[config.mk]
export PLATFORM = sky130hd
export DESIGN_NAME = http_request_head_parser
export DESIGN_NICKNAME = d
export VERILOG_FILES = /design/src/hdl/hrhp_pkg.sv /design/src/hdl/hrhp_core.sv /design/src/hdl/http_request_head_parser.sv
export SDC_FILE = /design/constraint.sdc
export NUM_CORES = 1
export LEC_CHECK = 0
export BUFFER_PORTS_ARGS = -buffer_cell sky130_fd_sc_hd__buf_2
export CAP_MARGIN = 5
export CORE_ASPECT_RATIO = 1.25
export CORE_UTILIZATION = 60
export CTS_CLUSTER_SIZE = 30
export DETAILED_ROUTE_END_ITERATION = 8
export GPL_TIMING_DRIVEN = 0
export HOLD_SLACK_MARGIN = 0.1
export PLACE_DENSITY_LB_ADDON = 0.12
export SETUP_SLACK_MARGIN = 0.02
export SLEW_MARGIN = 20
export SYNTH_ARGS = -nofsm -noshare
export SYNTH_HDL_FRONTEND = slang
export SYNTH_SLANG_ARGS = --single-unit
[constraint.sdc]
create_clock -name clk -period 3.2 [get_ports clk]
set_input_delay 0.48 -clock clk [delete_from_list [all_inputs] [get_ports clk]]
set_output_delay 0.48 -clock clk [all_outputs]
set_load 0.01 [all_outputs]
[src/hdl/hrhp_pkg.sv]
// ----------------------------------------------------------------------------
// hrhp_pkg
// Types and constants shared by the request head parser modules.
// ----------------------------------------------------------------------------
package hrhp_pkg;

  // One byte of request text, with its end-of-request mark.
  typedef struct packed {
    logic [7:0] byte_in;
    logic       last;
  } in_item_t;

  // Classification and status for one byte.
  typedef struct packed {
    logic [2:0] byte_class;
    logic [2:0] method_code;
    logic       error;
    logic       head_done;
    logic       valid_res;
  } out_item_t;

  // Parser phase. All eight codes are in use.
  typedef enum logic [2:0] {
    PH_METHOD  = 3'd0,
    PH_URL     = 3'd1,
    PH_VERSION = 3'd2,
    PH_HSTART  = 3'd3,
    PH_HNAME   = 3'd4,
    PH_HSKIP   = 3'd5,
    PH_HVALUE  = 3'd6,
    PH_DONE    = 3'd7
  } phase_t;

  // Byte classes.
  localparam logic [2:0] CLS_METHOD  = 3'd0;
  localparam logic [2:0] CLS_URL     = 3'd1;
  localparam logic [2:0] CLS_VERSION = 3'd2;
  localparam logic [2:0] CLS_HNAME   = 3'd3;
  localparam logic [2:0] CLS_HVALUE  = 3'd4;
  localparam logic [2:0] CLS_DELIM   = 3'd5;

  // Method codes.
  localparam logic [2:0] MTH_UNKNOWN = 3'd0;
  localparam logic [2:0] MTH_GET     = 3'd1;
  localparam logic [2:0] MTH_POST    = 3'd2;
  localparam logic [2:0] MTH_CONNECT = 3'd3;
  localparam logic [2:0] MTH_PUT     = 3'd4;
  localparam logic [2:0] MTH_HEAD    = 3'd5;

  // Method names as big-endian ASCII, right aligned in 64 bits.
  localparam logic [63:0] TXT_GET     = 64'h0000_0000_0047_4554;
  localparam logic [63:0] TXT_POST    = 64'h0000_0000_504F_5354;
  localparam logic [63:0] TXT_CONNECT = 64'h0043_4F4E_4E45_4354;
  localparam logic [63:0] TXT_PUT     = 64'h0000_0000_0050_5554;
  localparam logic [63:0] TXT_HEAD    = 64'h0000_0000_4845_4144;

  // Special characters.
  localparam logic [7:0] CH_LF    = 8'd10;
  localparam logic [7:0] CH_CR    = 8'd13;
  localparam logic [7:0] CH_SPACE = 8'd32;
  localparam logic [7:0] CH_COLON = 8'd58;

  // Control bytes and bytes outside printable ASCII.
  function automatic logic bad_byte(input logic [7:0] b);
    return (b <= 8'd31) || (b >= 8'd127);
  endfunction

  // Punctuation that is not allowed in a header name.
  function automatic logic special_byte(input logic [7:0] b);
    return ((b >= 8'd33) && (b <= 8'd44)) || ((b >= 8'd46) && (b <= 8'd47)) ||
           ((b >= 8'd58) && (b <= 8'd64)) || ((b >= 8'd91) && (b <= 8'd96)) ||
           ((b >= 8'd123) && (b <= 8'd126));
  endfunction

endpackage

[src/hdl/hrhp_core.sv]
// ----------------------------------------------------------------------------
// hrhp_core
// Parser state and the per-byte update: classifies one byte, matches the
// method and tracks errors. State advances on each stepped item.
// ----------------------------------------------------------------------------
module hrhp_core #(
  parameter int MAX_METHOD_CHARS = 7
) (
  input  logic               clk,
  input  logic               rst,
  input  logic               step,
  input  hrhp_pkg::in_item_t item,
  output hrhp_pkg::out_item_t res
);
  import hrhp_pkg::*;

  localparam int BUF_W = 8 * MAX_METHOD_CHARS;
  localparam int LEN_W = $clog2(MAX_METHOD_CHARS + 2);

  phase_t             phase, phase_next;
  logic [BUF_W-1:0]   method_buffer, method_buffer_next;
  logic [LEN_W-1:0]   method_length, method_length_next;
  logic [2:0]         method_found, method_found_next;
  logic               cr_pending, cr_pending_next;
  logic               failed, failed_next;
  logic               line_done, line_done_next;

  logic [7:0]         b;
  logic               is_cr;
  logic               is_lf;
  logic [2:0]         cls;
  logic [63:0]        buf_wide;
  logic [2:0]         decoded;

  assign b        = item.byte_in;
  assign is_cr    = (b == CH_CR);
  assign is_lf    = (b == CH_LF);
  assign buf_wide = 64'(method_buffer);

  // Method match on the collected name, used when the space arrives.
  always_comb begin
    if ((method_length == LEN_W'(3)) && (buf_wide == TXT_GET)) begin
      decoded = MTH_GET;
    end else if ((method_length == LEN_W'(4)) && (buf_wide == TXT_POST)) begin
      decoded = MTH_POST;
    end else if ((method_length == LEN_W'(7)) && (buf_wide == TXT_CONNECT)) begin
      decoded = MTH_CONNECT;
    end else if ((method_length == LEN_W'(3)) && (buf_wide == TXT_PUT)) begin
      decoded = MTH_PUT;
    end else if ((method_length == LEN_W'(4)) && (buf_wide == TXT_HEAD)) begin
      decoded = MTH_HEAD;
    end else begin
      decoded = MTH_UNKNOWN;
    end
  end

  // Per-byte state update and classification.
  always_comb begin
    phase_next         = phase;
    method_buffer_next = method_buffer;
    method_length_next = method_length;
    method_found_next  = method_found;
    failed_next        = failed;
    line_done_next     = line_done;
    cr_pending_next    = 1'b0;
    cls                = CLS_DELIM;

    // A carriage return must be followed by a line feed.
    if (cr_pending && !is_lf) begin
      failed_next = 1'b1;
    end

    unique case (phase)
      PH_METHOD: begin
        if (b == CH_SPACE) begin
          method_found_next = decoded;
          if (decoded == MTH_UNKNOWN) begin
            failed_next = 1'b1;
          end
          phase_next = PH_URL;
        end else begin
          cls = CLS_METHOD;
          if (method_length < LEN_W'(MAX_METHOD_CHARS)) begin
            method_buffer_next = {method_buffer[BUF_W-9:0], b};
            method_length_next = method_length + LEN_W'(1);
          end else begin
            method_length_next = LEN_W'(MAX_METHOD_CHARS + 1);
          end
        end
      end
      PH_URL: begin
        if (b == CH_SPACE) begin
          phase_next = PH_VERSION;
        end else begin
          cls = CLS_URL;
          if (bad_byte(b)) failed_next = 1'b1;
        end
      end
      PH_VERSION: begin
        if (is_cr) begin
          cr_pending_next = 1'b1;
        end else if (is_lf) begin
          line_done_next = 1'b1;
          phase_next     = PH_HSTART;
        end else begin
          cls = CLS_VERSION;
          if (bad_byte(b)) failed_next = 1'b1;
        end
      end
      PH_HSTART, PH_HNAME: begin
        if (is_cr && (phase == PH_HSTART)) begin
          cr_pending_next = 1'b1;
        end else if (is_lf) begin
          if (phase == PH_HSTART) begin
            phase_next = PH_DONE;
          end else begin
            // Header line ended without a colon.
            failed_next = 1'b1;
            phase_next  = PH_HSTART;
          end
        end else if (b == CH_COLON) begin
          phase_next = PH_HSKIP;
        end else begin
          cls = CLS_HNAME;
          if (bad_byte(b) || special_byte(b)) failed_next = 1'b1;
          phase_next = PH_HNAME;
        end
      end
      PH_HSKIP: begin
        // The byte after the colon is skipped unless it ends the line.
        if (is_cr) begin
          cr_pending_next = 1'b1;
          phase_next      = PH_HVALUE;
        end else if (is_lf) begin
          phase_next = PH_HSTART;
        end else begin
          phase_next = PH_HVALUE;
        end
      end
      PH_HVALUE: begin
        if (is_cr) begin
          cr_pending_next = 1'b1;
        end else if (is_lf) begin
          phase_next = PH_HSTART;
        end else begin
          cls = CLS_HVALUE;
          if (bad_byte(b)) failed_next = 1'b1;
        end
      end
      PH_DONE: begin
        phase_next = PH_DONE;
      end
    endcase
  end

  // Result for this byte, taken from the updated state.
  always_comb begin
    res.byte_class  = cls;
    res.method_code = method_found_next;
    res.error       = failed_next;
    res.head_done   = (phase_next == PH_DONE);
    res.valid_res   = item.last && !failed_next && line_done_next;
  end

  // State registers; the final byte of a request returns them to reset.
  always_ff @(posedge clk) begin
    if (rst || (step && item.last)) begin
      phase         <= PH_METHOD;
      method_buffer <= '0;
      method_length <= '0;
      method_found  <= MTH_UNKNOWN;
      cr_pending    <= 1'b0;
      failed        <= 1'b0;
      line_done     <= 1'b0;
    end else if (step) begin
      phase         <= phase_next;
      method_buffer <= method_buffer_next;
      method_length <= method_length_next;
      method_found  <= method_found_next;
      cr_pending    <= cr_pending_next;
      failed        <= failed_next;
      line_done     <= line_done_next;
    end
  end

endmodule

[src/hdl/http_request_head_parser.sv]
// ----------------------------------------------------------------------------
// http_request_head_parser
// Byte-wide HTTP request head parser: labels each byte by field, decodes
// the method and reports errors, end of head and request acceptance.
// ----------------------------------------------------------------------------
//
//   Channel   Direction  Handshake                  Payload
//   item      in         item_valid / item_ready    in_item_t  (byte_in, last)
//   result    out        result_valid / result_ready out_item_t (one per byte)
//
// One byte per cycle is sustained while result_ready is held high; a byte
// is accepted into the input register, then moves to the result register.
// The single-pass update between these registers sets the rate.
// Reset clears both valid flags and all parser state.
// A stalled result holds its register; the input register still takes a
// byte while the result waits, after which item_ready drops.
//
module http_request_head_parser #(
  parameter int MAX_METHOD_CHARS = 7
) (
  input  logic                clk,
  input  logic                rst,
  input  logic                item_valid,
  output logic                item_ready,
  input  hrhp_pkg::in_item_t  item,
  output logic                result_valid,
  input  logic                result_ready,
  output hrhp_pkg::out_item_t result
);
  import hrhp_pkg::*;

  logic      held_valid;
  in_item_t  held_item;
  logic      advance;
  out_item_t step_res;

  // The held byte moves on when the result register is free or draining.
  assign advance    = held_valid && (!result_valid || result_ready);
  assign item_ready = !held_valid || advance;

  // Input register.
  always_ff @(posedge clk) begin
    if (rst) begin
      held_valid <= 1'b0;
    end else if (item_ready) begin
      held_valid <= item_valid;
    end
  end

  always_ff @(posedge clk) begin
    if (item_ready && item_valid) begin
      held_item <= item;
    end
  end

  // Parser state and per-byte logic.
  hrhp_core #(
    .MAX_METHOD_CHARS(MAX_METHOD_CHARS)
  ) u_core (
    .clk  (clk),
    .rst  (rst),
    .step (advance),
    .item (held_item),
    .res  (step_res)
  );

  // Result register.
  always_ff @(posedge clk) begin
    if (rst) begin
      result_valid <= 1'b0;
    end else if (!result_valid || result_ready) begin
      result_valid <= held_valid;
    end
  end

  always_ff @(posedge clk) begin
    if (advance) begin
      result <= step_res;
    end
  end

endmodule

==> flow_summary_export.csv <==
group,metric,value,unit
yosys,synth_area_leader_cell,"dfxtp_1",
yosys,synth.distinct_cells,59,
critical_path,worstPathMaxFanout,10,
yosys,synth_edf_count,18,
clock_tree,h-tree-depth,3,
sta,worstMarginPinSlew,0.914,ns
clock_tree,post_cts_buffers,0,
routing,drc,0,
finish,multiInputGateArea,0.00195,sq mm
critical_path,critical_path_required,3.43,ns
sta,final_max_slew_viol_count,0,
grt,grt_max_degree,19,
placement,hpwl,6940,um
pwr,p_leak,1.45,nW
yosys,synth_warnings,0,
critical_path,cp_cell_sequence,"buf_6, nor4b_1, nand2_1, and3_1, and2_1, clkbuf_1, clkbuf_1, nand2_1, a21oi_1",
grt,grt_usage,28.4,%
sta,fin_skew,0.0175,ns
sta,min_period,2.91,ns
sta,rsz0062_at_grt,"no",
pwr,finalPower,0.00206,W
yosys,syn-num-nets,504,
sta,fin_ws,0.286,ns
clock_tree,clockRootBuffer,"clkbuf_8",
routing,wl_per_cell,15.6,um
yosys,yosysMostFrequentCell,"nand2_1",
finish,seq_area,0.00196,sq mm
grt,grt_pass1_wl,15200,um
floorplanning,initial_core_util,62.1,%
routing,first_pass_iters,5,
floorplanning,coreArea,0.00657,sq mm
yosys,synth_area_leaders,"dfxtp_1, edfxtp_1, nand2_1, a21oi_1, clkbuf_1",
critical_path,path_delay_family,"simple AND/OR/NAND/NOR gates",
finish,final_nets,538,
pwr,power_frac_comb,7.9,%
grt,grt_pass1_vias,3260,
placement,dp_slack,0.145,ns
floorplanning,die_w,75.7,um
sta,min_period_over_period,91.1,%
pwr,switching_share,26.9,%
critical_path,crit_slowest_cell,"nor4b_1",
yosys,syn_avg_cell_area,8.34,sq um
critical_path,criticalPathCategory,"flip-flop to flip-flop",
placement,place_congestion,0.894,
floorplanning,die_y,94.2,um
floorplanning,placementRows,33,
worst_hold_path,hp-class,"input pin to flip-flop",
yosys,synth.top_cell.area_share,34.8,%
yosys,async_reset_ff_share,0,%
pwr,p_sw,0.000554,W
routing,wl,9590,um
clock_tree,cts_tree,"done",
pwr,power_density,460,mW/mm^2
finish,final_layout_size_suffix_gt1_share,11.7,%
clock_tree,worstSkewPairLatency,0.37,ns
finish,fillCellCount,574,
yosys,ys_dominant_reg_cell,"dfxtp_1",
clock_tree,max-clock-path-buffers,2,
floorplanning,dieArea,0.00713,sq mm
critical_path,arrival,3.15,ns
critical_path,cp_num_buf_inv,3,
pwr,pwr-share-seq,57.5,%
yosys,synth_seq_cells,89,
clock_tree,cts_inserted_buffers,9,
finish,area_growth,10.0,%
sta,fin_tns_setup,0,ns
status,status,"completed",
critical_path,cp-start-kind,"flip-flop",
critical_path,cp-end-kind,"flip-flop",
flow_run,drv_cap,0,
sta,fmax,343,MHz
yosys,post_synth_inst_count,489,
sta,hold_violations,0,
yosys,synth.top_cells.by_count,"nand2_1, a21oi_1, dfxtp_1",
routing,ant_nets,0,
routing,vias,3671,
sta,relSlewSlack,39.1,%
yosys,syn_area,0.00408,sq mm
floorplanning,io_pins,24,
placement,io_buffers,23,
pwr,ir_worst_vdd,319,uV
clock_tree,clkSinkCount,89,
critical_path,cp_slowest_stage_delay,0.74,ns
sta,setup_viol,0,
pwr,power.internal,0.00151,W
pwr,clockPowerShare,34.6,%
grt,overflow,0,
clock_tree,cts.clk_slew.worst_paths,0.10,ns
routing,drtIter0Drc,255,
finish,diodes,0,
routing,vias_per_cell,5.97,
grt,antenna_found_initial,0,
yosys,ys_seq_area_share,48.1,%
==> through the flow <==
step           cell area [sq um]  hold slack (ns)  utilization [%]  cells
2_1_floorplan               4080            0.422                -    489
3_3_place_gp                4300            0.433             65.5    599
3_5_place_dp                4300            0.443             65.5    599
4_1_cts                     4480            0.275             68.2    615
5_1_grt                     4490            0.266             68.3    615
6_report                    4490            0.275             68.3    615
==> cell usage in the layout, fill, tap and decap left out, drive strengths merged, types with 3 or more instances in the layout <==
master,synthesis,routed
nand2,126,126
a21oi,71,71
dfxtp,71,71
clkbuf,25,35
buf,9,32
nor2,24,24
edfxtp,18,18
nor4,14,14
inv,7,9
o21ai,8,8
nor3,7,7
nand4,7,7
nand3,7,7
nand2b,6,6
a31oi,6,6
or4b,6,6
nand4b,5,5
nand3b,5,5
or3,5,5
nor4b,4,4
mux2,4,4
a21o,4,4
a32oi,3,3
o22ai,3,3
and2,3,3
or3b,3,3
a211oi,3,3
==> cells by family (layout without fill, tap and decap cells) <==
family                     count (synthesis)  count (layout)  share of synthesized area [%]
adders and majority gates                  2               2                          0.613
DFF                                       89              89                           48.1
and+or+nand+nor                          230             230                           27.4
muxes                                      6               6                           1.60
AOI/OAI and AO/OA                        119             119                           17.6
buffers and inverters                     41              80                           4.29
xor gates and xnor gates                   2               2                          0.430
==> power by group through the flow <==
stage	registers, W	clock network, W	logic [W]
3_3_place_gp	0.00121	0	0.000157
4_1_cts	0.00119	0.000717	0.000161
2_1_floorplan	0.00121	0	0.000110
3_5_place_dp	0.00121	0	0.000160
6_report	0.00119	0.000713	0.000163
5_1_grt	0.00119	0.000763	0.000180
==> state kept, by name (all words and copies together), names as in the netlist <==
| register | flops |
|---|---|
| u_core.method_buffer | 56 |
| held_item | 9 |
| result | 9 |
| u_core.method_length | 4 |
| u_core.method_found | 3 |
| u_core.phase | 3 |
| held_valid | 1 |
| result_valid | 1 |
| u_core.cr_pending | 1 |
| u_core.failed | 1 |
| u_core.line_done | 1 |
==> area by class of cell <==
type	count	area share [%]
sequential	89	43.7
multi-input combinational	359	43.4
buffer	34	3.32
clock buffer	10	2.84
timing repair buffer	23	2.57
tap	87	2.43
clock inverter	6	1.12
inverter	7	0.586
==> worst reg2reg max path, cell delays in order (launching register included) <==
cell and delay [ns]:
edfxtp_1 0.41, buf_6 0.16, nor4b_1 0.74, nand2_1 0.29
and3_1 0.25, and2_1 0.17, clkbuf_1 0.26, clkbuf_1 0.30
nand2_1 0.15, a21oi_1 0.07
==> routing by layer <==
metal | vias to the layer above | track usage [%] | routed length, um
met1 | 1748 | 33.6 | 4060
met2 | 97 | 49.4 | 4970
met5 | - | 0 | 0
li1 | 1805 | - | -
met3 | 21 | 4.72 | 314
met4 | 0 | 11.9 | 236
==> path summary, 6_finish.rpt <==
path,from,to,slack (ns),cells after the start
min,item[5],held_item[5]$_DFFE_PP_,0.28,1
min reg2reg,u_core.line_done$_SDFFE_PP0P_,u_core.line_done$_SDFFE_PP0P_,0.46,2
max reg2reg,held_item[7]$_DFFE_PP_,u_core.method_buffer[25]$_SDFFE_PP0P_,0.29,9
max,held_item[7]$_DFFE_PP_,u_core.method_buffer[25]$_SDFFE_PP0P_,0.29,9
==> what timing repair did <==
action / 4_1_cts / 5_1_grt
hold buffers: 0 / 0
gates resized for setup: 0 / 1
endpoints found under the setup margin: 0 / 30
(Power assumes the default switching activity.)
